--- config.mk ---
export PLATFORM = sky130hd
export DESIGN_NAME = block_rms_level_top_flat
export DESIGN_NICKNAME = d
export VERILOG_FILES = /design/src/rtl/rms_pkg.sv /design/src/rtl/rms_if.sv /design/src/rtl/rms_div_cell.sv /design/src/rtl/rms_sqrt.sv /design/src/rtl/block_rms_level_top.sv /design/src/flat_wrapper.sv
export VERILOG_INCLUDE_DIRS = /design/src /design/src/rtl
export SDC_FILE = /design/constraint.sdc
export NUM_CORES = 2
export LEC_CHECK = 0
export ABC_AREA = 1
export BUFFER_PORTS_ARGS = -buffer_cell sky130_fd_sc_hd__clkbuf_2
export CAP_MARGIN = 20
export CORE_ASPECT_RATIO = 0.6
export CORE_MARGIN = 3
export CORE_UTILIZATION = 45
export CTS_BUF_LIST = sky130_fd_sc_hd__clkbuf_4 sky130_fd_sc_hd__clkbuf_8
export DETAILED_ROUTE_END_ITERATION = 8
export SYNTH_ARGS = -nofsm -noshare
export SYNTH_HDL_FRONTEND = slang
export SYNTH_SLANG_ARGS = --single-unit
--- constraint.sdc ---
create_clock -name clk -period 15.1 [get_ports clk]
set_input_delay 0.755 -clock clk [delete_from_list [all_inputs] [get_ports clk]]
set_output_delay 0.755 -clock clk [all_outputs]
set_load 0.03 [all_outputs]
--- src/rtl/block_rms_level_top_macros.svh ---
// Assertion macros shared by the RMS level block.
// Used by the modules that carry concurrent assertions; no other dependencies.
`ifndef BLOCK_RMS_LEVEL_TOP_MACROS_SVH
`define BLOCK_RMS_LEVEL_TOP_MACROS_SVH
// Implication checked on every rising edge outside reset.
`define RMS_ASSERT_IMP(label, ante, cons, msg) \
  label: assert property (@(posedge clk) disable iff (rst) (ante) |-> (cons)) \
    else $error(msg);
// Next-cycle implication checked outside reset.
`define RMS_ASSERT_NEXT(label, ante, cons, msg) \
  label: assert property (@(posedge clk) disable iff (rst) (ante) |=> (cons)) \
    else $error(msg);
`endif

--- src/rtl/rms_pkg.sv ---
// Package for the RMS level block: widths, block length and the shared cell struct.
// No dependencies.
`default_nettype none
package rms_pkg;
  localparam int SampleW  = 16;
  localparam int MagW     = 16;
  localparam int SqW      = 32;
  localparam int SumW     = 43;
  localparam int LevelW   = 15;
  localparam int QuotW    = 43;
  localparam int RootW    = 22;
  localparam int MaxBlock = 4096;
  localparam logic [LevelW-1:0] LevelMax = '1;

  // Data handed from one divide cell to the next.
  typedef struct packed {
    logic            busy;
    logic [SumW-1:0] rem;
    logic [QuotW-1:0] quot;
  } div_lane_t;
endpackage
`default_nettype wire

--- src/rtl/rms_if.sv ---
// Valid/ready channel interface carrying a parameterised payload.
// No dependencies.
`default_nettype none
interface rms_if #(parameter int W = 1) (input wire logic clk);
  logic         valid;
  logic         ready;
  logic [W-1:0] data;
  modport source (output valid, output data, input ready);
  modport sink   (input valid, input data, output ready);
endinterface
`default_nettype wire

--- src/rtl/rms_div_cell.sv ---
// One restoring divide cell: produces one quotient bit per cycle and passes
// the partial remainder on to its neighbour. Depends on rms_pkg.
`default_nettype none
module rms_div_cell #(
  parameter int CntW = 13,
  parameter int Bit  = 0
) (
  input  wire logic                clk,
  input  wire logic                rst,
  input  wire logic [CntW-1:0]     divisor,
  input  wire rms_pkg::div_lane_t  lane_in,
  output rms_pkg::div_lane_t       lane_out
);
  import rms_pkg::*;

  logic [SumW+CntW-1:0] shifted;
  logic [SumW+CntW-1:0] trial;
  logic                 fits;

  always_comb begin
    shifted = {{CntW{1'b0}}, lane_in.rem};
    trial   = {{SumW{1'b0}}, divisor} << Bit;
    fits    = shifted >= trial;
  end

  always_ff @(posedge clk) begin
    if (rst) begin
      lane_out.busy <= 1'b0;
    end else begin
      lane_out.busy <= lane_in.busy;
    end
    lane_out.rem  <= fits ? SumW'(shifted - trial) : lane_in.rem;
    lane_out.quot <= lane_in.quot | (QuotW'(fits) << Bit);
  end
endmodule
`default_nettype wire

--- src/rtl/rms_sqrt.sv ---
// Iterative floor square root, two bits of the radicand per cycle,
// saturated to the 15-bit level. Depends on rms_pkg and the macro header.
`default_nettype none
`include "block_rms_level_top_macros.svh"
module rms_sqrt (
  input  wire logic                  clk,
  input  wire logic                  rst,
  input  wire logic                  start,
  input  wire logic [rms_pkg::QuotW-1:0] radicand,
  output logic                       done,
  output logic [rms_pkg::LevelW-1:0] level
);
  import rms_pkg::*;

  localparam int StepW = $clog2(RootW + 1);

  logic [QuotW+1:0]  rem;
  logic [QuotW+1:0]  val;
  logic [RootW-1:0]  root;
  logic [StepW-1:0]  step;
  logic              running;
  logic [QuotW+1:0]  trial;
  logic [QuotW+1:0]  rem_sh;

  always_comb begin
    rem_sh = {rem[QuotW-1:0], val[QuotW+1:QuotW]};
    trial  = {{(QuotW-RootW){1'b0}}, root, 2'b01};
  end

  always_ff @(posedge clk) begin
    if (rst) begin
      running <= 1'b0;
      done    <= 1'b0;
    end else begin
      done <= 1'b0;
      if (start) begin
        running <= 1'b1;
        step    <= StepW'(RootW);
        rem     <= '0;
        root    <= '0;
        val     <= {1'b0, radicand, 1'b0};
      end else if (running) begin
        val <= val << 2;
        if (rem_sh >= trial) begin
          rem  <= rem_sh - trial;
          root <= {root[RootW-2:0], 1'b1};
        end else begin
          rem  <= rem_sh;
          root <= {root[RootW-2:0], 1'b0};
        end
        step <= step - 1'b1;
        if (step == StepW'(1)) begin
          running <= 1'b0;
          done    <= 1'b1;
        end
      end
    end
  end

  assign level = (root > RootW'(LevelMax)) ? LevelMax : root[LevelW-1:0];

  `RMS_ASSERT_NEXT(a_done_pulse, done, !done, "sqrt done held")
  `RMS_ASSERT_IMP(a_no_restart, running, !start, "sqrt restarted while busy")
  `RMS_ASSERT_IMP(a_done_idle, done, !running, "sqrt done while running")
endmodule
`default_nettype wire

--- src/rtl/block_rms_level_top.sv ---
// Top level of the RMS level block: accumulator, divide cell chain, square root
// and output register. Depends on rms_pkg, rms_if, rms_div_cell, rms_sqrt.
//
// Usage: samples arrive on the in_ch channel (sample, last), one request per
// accepted valid/ready handshake. Samples not marked last are added to the
// accumulators as they are taken. A last sample starts the end-of-block work: a
// chain of 43 divide cells, one quotient bit per cell per cycle, then a square
// root that resolves the 22-bit root one bit per cycle. The result (rms_level,
// overflow) becomes valid on out_ch once the square root is done; in_ch.ready
// is low from the last sample until then. A result waiting on a stalled
// receiver is held in the output register, and the next block's samples are
// still taken. A further last sample waits until the previous result has been
// taken.
// Reset clears the accumulators, the flag and all valid bits; the pipeline
// chain is emptied at once.
// Samples are taken one per cycle within a block; in_ch.ready is low during
// the end-of-block work.
`default_nettype none
`include "block_rms_level_top_macros.svh"
module block_rms_level_top (
  input wire logic clk,
  input wire logic rst,
  rms_if.sink      in_ch,
  rms_if.source    out_ch
);
  import rms_pkg::*;

  localparam int CntW = $clog2(MaxBlock + 1);

  logic [SampleW-1:0] sample;
  logic               last;
  assign sample = in_ch.data[SampleW-1:0];
  assign last   = in_ch.data[SampleW];

  logic [SumW-1:0]  sum_of_squares;
  logic [CntW-1:0]  sample_count;
  logic             length_exceeded;
  logic             busy;
  logic [CntW-1:0]  div_count;
  logic [CntW-1:0]  div_sel;
  logic             flag_hold;
  logic             out_valid;
  logic [LevelW-1:0] out_level;
  logic             out_ovf;

  logic [MagW-1:0]  mag;
  logic             full;
  logic             accept;
  logic [SumW-1:0]  sum_next;
  logic [CntW-1:0]  count_next;
  logic             exceed_next;

  always_comb begin
    mag         = sample[SampleW-1] ? MagW'(-sample) : sample;
    full        = sample_count >= CntW'(MaxBlock);
    accept      = in_ch.valid && in_ch.ready;
    sum_next    = full ? sum_of_squares
                       : sum_of_squares + SumW'(SqW'(mag) * SqW'(mag));
    count_next  = full ? sample_count : sample_count + 1'b1;
    exceed_next = length_exceeded | full;
  end

  // The first cell works in the same cycle as the last sample, before the
  // count has been registered.
  assign div_sel = (accept && last) ? count_next : div_count;

  assign in_ch.ready = !busy && !(last && out_valid);

  div_lane_t lanes [0:QuotW];
  logic      sq_done;
  logic [LevelW-1:0] sq_level;

  always_comb begin
    lanes[0].busy = accept && last;
    lanes[0].rem  = sum_next;
    lanes[0].quot = '0;
  end

  genvar g;
  generate
    for (g = 0; g < QuotW; g++) begin : g_div
      rms_div_cell #(.CntW(CntW), .Bit(QuotW-1-g)) u_cell (
        .clk     (clk),
        .rst     (rst),
        .divisor (div_sel),
        .lane_in (lanes[g]),
        .lane_out(lanes[g+1])
      );
    end
  endgenerate

  rms_sqrt u_sqrt (
    .clk     (clk),
    .rst     (rst),
    .start   (lanes[QuotW].busy),
    .radicand(lanes[QuotW].quot),
    .done    (sq_done),
    .level   (sq_level)
  );

  always_ff @(posedge clk) begin
    if (rst) begin
      sum_of_squares  <= '0;
      sample_count    <= '0;
      length_exceeded <= 1'b0;
      busy            <= 1'b0;
      out_valid       <= 1'b0;
    end else begin
      if (accept) begin
        if (last) begin
          sum_of_squares  <= '0;
          sample_count    <= '0;
          length_exceeded <= 1'b0;
          busy            <= 1'b1;
          div_count       <= count_next;
          flag_hold       <= exceed_next;
        end else begin
          sum_of_squares  <= sum_next;
          sample_count    <= count_next;
          length_exceeded <= exceed_next;
        end
      end
      if (out_valid && out_ch.ready) begin
        out_valid <= 1'b0;
      end
      if (sq_done) begin
        busy      <= 1'b0;
        out_valid <= 1'b1;
        out_level <= sq_level;
        out_ovf   <= flag_hold;
      end
    end
  end

  assign out_ch.valid = out_valid;
  assign out_ch.data  = {out_ovf, out_level};

  `RMS_ASSERT_IMP(a_done_slot, sq_done, !out_valid, "result would overwrite pending one")
  `RMS_ASSERT_IMP(a_busy_stall, busy, !in_ch.ready, "accepting during block end")
  `RMS_ASSERT_NEXT(a_last_busy, accept && last, busy, "block end not started")
endmodule
`default_nettype wire

--- src/flat_wrapper.sv ---
// flat-port wrapper written by rule: the top's interface ports become plain ports
module block_rms_level_top_flat import rms_pkg::*;
  (clk, rst, in_ch_valid, in_ch_data, in_ch_ready, out_ch_valid, out_ch_data, out_ch_ready);
  rms_if #(.W(17)) in_ch_i (.clk(clk));
  rms_if #(.W(16)) out_ch_i (.clk(clk));
  input wire logic clk;
  input wire logic rst;
  input wire logic [$bits(in_ch_i.valid)-1:0] in_ch_valid;
  input wire logic [$bits(in_ch_i.data)-1:0] in_ch_data;
  output wire logic [$bits(in_ch_i.ready)-1:0] in_ch_ready;
  output wire logic [$bits(out_ch_i.valid)-1:0] out_ch_valid;
  output wire logic [$bits(out_ch_i.data)-1:0] out_ch_data;
  input wire logic [$bits(out_ch_i.ready)-1:0] out_ch_ready;
  assign in_ch_i.valid = in_ch_valid;
  assign in_ch_i.data = in_ch_data;
  assign in_ch_ready = in_ch_i.ready;
  assign out_ch_valid = out_ch_i.valid;
  assign out_ch_data = out_ch_i.data;
  assign out_ch_i.ready = out_ch_ready;
  block_rms_level_top u_core (.clk(clk), .rst(rst), .in_ch(in_ch_i), .out_ch(out_ch_i));
endmodule
==> out/metrics.yaml <==
drt_iter0_markers: 7475
synth_fa_ha_area_frac: 0.105
worstPathMaxFanout: 15
place_hpwl_mm: 223
cts_setup_buffers: 0
grt_pass1_wl_mm: 452
syn_inst: 13100
route.detailed.drc: 0
cts.htree.levels: 5
ir_drop_mv: 0.262
cap_violations: 0
fillCellCount: 24400
p_comb_frac: 0.413
slew_headroom: 0.191
placed_area_sq_um: 123000
ys_seq_area_frac: 0.519
cp_common_cell: "inv_1"
clk_path_buf_depth: 4
cp-end-kind: "flop"
die-area_sq_um: 270000
period_share: 0.629
finish.instance_area_sq_um: 132000
cts_root_buf: "clkbuf_8"
finalMaxSlewViolations: 0
timing.rr.end: "u_core.g_div[39].u_cell.lane_out[72]"
clkTransAtPathRegs_ns: 0.07
synth_top_family_by_area: "simple AND/OR/NAND/NOR gates"
layout_commonest_cell: "dfxtp_1"
regArea_sq_um: 61500
grt_remaining_overflow: 0
r2r-start: "u_core.sample_count[0]"
pwr_density_cell_nw_per_um2: 253
max_freq_ghz: 0.105
start_util: 0.454
switchingPower_mw: 13.9
ys_types: 89
ys.flop_type: "dfxtp_1"
outcome: "complete, no violations"
synthXorXnorAreaFrac: 0.0594
multi_input_area_sq_um: 49900
timing.reg2reg.setup_slack_ns: 8.36
num_io_pins: 39
rsz0062_at_grt: "no"
ant_nets: 0
gp_congestion: 0.937
p_int_mw: 19.5
holdCritPathClass: "input port to flop"
final_layout_size_suffix_gt1_frac: 0.0781
hold_viol: 0
synth.avg_cell_area_sq_um: 9.09
fp.dieW_um: 669
report.final.setup_viol: 0
syn_area_sq_um: 119000
yosys.area_share.simple: 0.175
clock_latency_ns: 0.99
io_buffers: 38
cts_tree: "yes"
dieHeight_um: 404
synth_mux_area_frac: 0.000190
hold-path-cell-count: 2
final.setup.tns_ns: 0
first_pass_iters: 6
antenna_found_initial: 10
critPathLaunchType: "input port"
grt_use_total: 0.212
area.growth.synth_to_final_pct: 11.2
synth_edf_count: 144
first_global_vias: 78100
p_seq_frac: 0.386
hp-start: "rst"
cp_data_arrival_time_ns: 10.43
rr_worst_depth: 20
avgViaCountPerCell: 4.94
worstPathRequired_ns: 16.04
criticalPathCategory: "input port to flop"
slowest_stage: "xor2_2"
ys_warn_count: 0
period_needed_ns: 9.49
async_reset_ff_frac: 0
power_leakage_nw: 57.4
finClkSkew_ns: 0.113
cpPeakStageDelay_ns: 0.66
rows: 145
cts_sinks: 3000
cts-buffers-inserted: 410
synth_compound_area_frac: 0.0801
worstMarginPinSlew_ns: 1.21
design.core.area_sq_um: 261000
worstHoldEndpoint: "u_core.out_ch.valid"
post_drt_wl_per_cell_um: 17.1
layout_common_cells: "dfxtp_1 (2855), nand2_1 (2061), inv_1 (1707), nor2_1 (1423), a21oi_1 (714)"
synth-seq-cells: 3000
vias: 84800
grt_max_degree: 79
fin_nets: 14300
swShare: 0.415
wl_mm: 293
clkPwrFrac: 0.201
[cells in the mapped netlist (25+ instances only)]
| cell type | count | area [sq um] |
|---|---|---|
| a211oi_1 | 25 | 188 |
| a21o_1 | 29 | 218 |
| a21oi_1 | 715 | 3580 |
| a31oi_1 | 43 | 269 |
| buf_2 | 58 | 290 |
| clkbuf_1 | 75 | 282 |
| dfxtp_1 | 2856 | 57200 |
| edfxtp_1 | 144 | 4320 |
| fa_1 | 235 | 4700 |
| ha_1 | 616 | 7710 |
| inv_1 | 1714 | 6430 |
| inv_2 | 27 | 101 |
| nand2_1 | 2065 | 7750 |
| nand3_1 | 356 | 1780 |
| nand3b_1 | 40 | 300 |
| nand4_1 | 198 | 1240 |
| nor2_1 | 1426 | 5350 |
| nor3_1 | 256 | 1280 |
| nor4_1 | 249 | 1560 |
| o211ai_1 | 32 | 240 |
| o21ai_0 | 580 | 2900 |
| o21ai_1 | 78 | 390 |
| o21ai_2 | 38 | 333 |
| or2_2 | 43 | 269 |
| xnor2_1 | 381 | 3340 |
| xor2_1 | 421 | 3690 |
[worst max-delay path: cells and delay by family]
| kind | cells | cell delay (ns) |
|---|---|---|
| buf+inv | 15 | 1.78 |
| xor+xnor | 2 | 0.92 |
| fa+ha+maj | 9 | 3.76 |
| simple gates | 27 | 3.04 |
| compound gates | 1 | 0.11 |
[worst max path at each step]
stage	startpoint	endpoint	slack [ns]
6_report	in_ch_data[0]	u_core.g_div[0].u_cell.lane_out[85]	5.61
5_1_grt	in_ch_data[0]	u_core.g_div[0].u_cell.lane_out[85]	4.77
4_1_cts	in_ch_data[0]	u_core.g_div[0].u_cell.lane_out[85]	5.87
3_5_place_dp	in_ch_data[0]	u_core.g_div[0].u_cell.lane_out[85]	4.79
3_3_place_gp	in_ch_data[0]	u_core.g_div[0].u_cell.lane_out[85]	4.91
2_1_floorplan	in_ch_data[0]	u_core.g_div[0].u_cell.lane_out[85]	6.54
[cells by family (layout without fill, tap and decap cells)]
group | count (synthesis) | in the layout
and+or+nand+nor | 4780 | 4780
DFF | 3000 | 3000
buffers and inverters | 1914 | 2567
AOI/OAI and AO/OA | 1703 | 1703
adders and majority gates | 851 | 851
xor gates and xnor gates | 803 | 803
other | 2 | 15
muxes | 2 | 2
[routing by layer]
layer,routed length (um),up-vias,global-route usage,share of wire
met5,27,-,0,0.000092
met4,5490,4,0.0478,0.019
met3,26700,374,0.0557,0.091
met2,106000,2829,0.270,0.36
met1,155000,38600,0.345,0.53
li1,-,43000,-,-
[per-stage QoR]
step | power (mW) | setup WS [ns] | hold slack [ns] | cells | utilization
finish | 33.4 | 5.61 | 0.132 | 17200 | 0.505
global route | 36.1 | 4.77 | 0.0422 | 17200 | 0.505
CTS | 33.4 | 5.87 | 0.0194 | 17200 | 0.505
detailed placement | 26.5 | 4.79 | 0.312 | 16400 | 0.470
global placement | 26.5 | 4.91 | 0.309 | 16400 | 0.470
floorplan | 22.4 | 6.54 | 0.310 | 13100 | -
[cell type report]
type                            instances  area share
Timing Repair Buffer                   82     0.00401
Inverter                             1748      0.0499
Antenna cell                            4   0.0000759
Tap cell                             3454      0.0328
Sequential cell                      3000       0.466
Multi-Input combinational cell       8150       0.378
Clock buffer                          609      0.0584
Clock inverter                        128      0.0107
[state kept, by name (all words and copies together) (netlist names), 5 cells and up]
| signal | cells |
|---|---|
| u_core.sample_count | 13 |
| u_core.sum_of_squares | 43 |
| u_core.g_div.u_cell.lane_out | 2795 |
| u_core.out_level | 15 |
| u_core.u_sqrt.step | 5 |
| u_core.div_count | 13 |
| u_core.u_sqrt.rem | 43 |
| u_core.u_sqrt.root | 22 |
| u_core.u_sqrt.val | 44 |
[what timing repair did]
item | 4_1_cts | 5_1_grt
endpoints found under the hold margin | 1 | 0
resized for setup | 0 | 0
hold buffers | 1 | 0
[power groups by stage]
stage	sequential, mW	combinational, mW	clock (mW)
floorplan	12.2	10.2	0
global placement	13.0	13.5	0
detailed placement	13.0	13.5	0
CTS	12.9	13.6	6.90
global route	13.2	15.6	7.27
finish	12.9	13.8	6.71
Note: power is estimated with default switching activity, not from simulation.
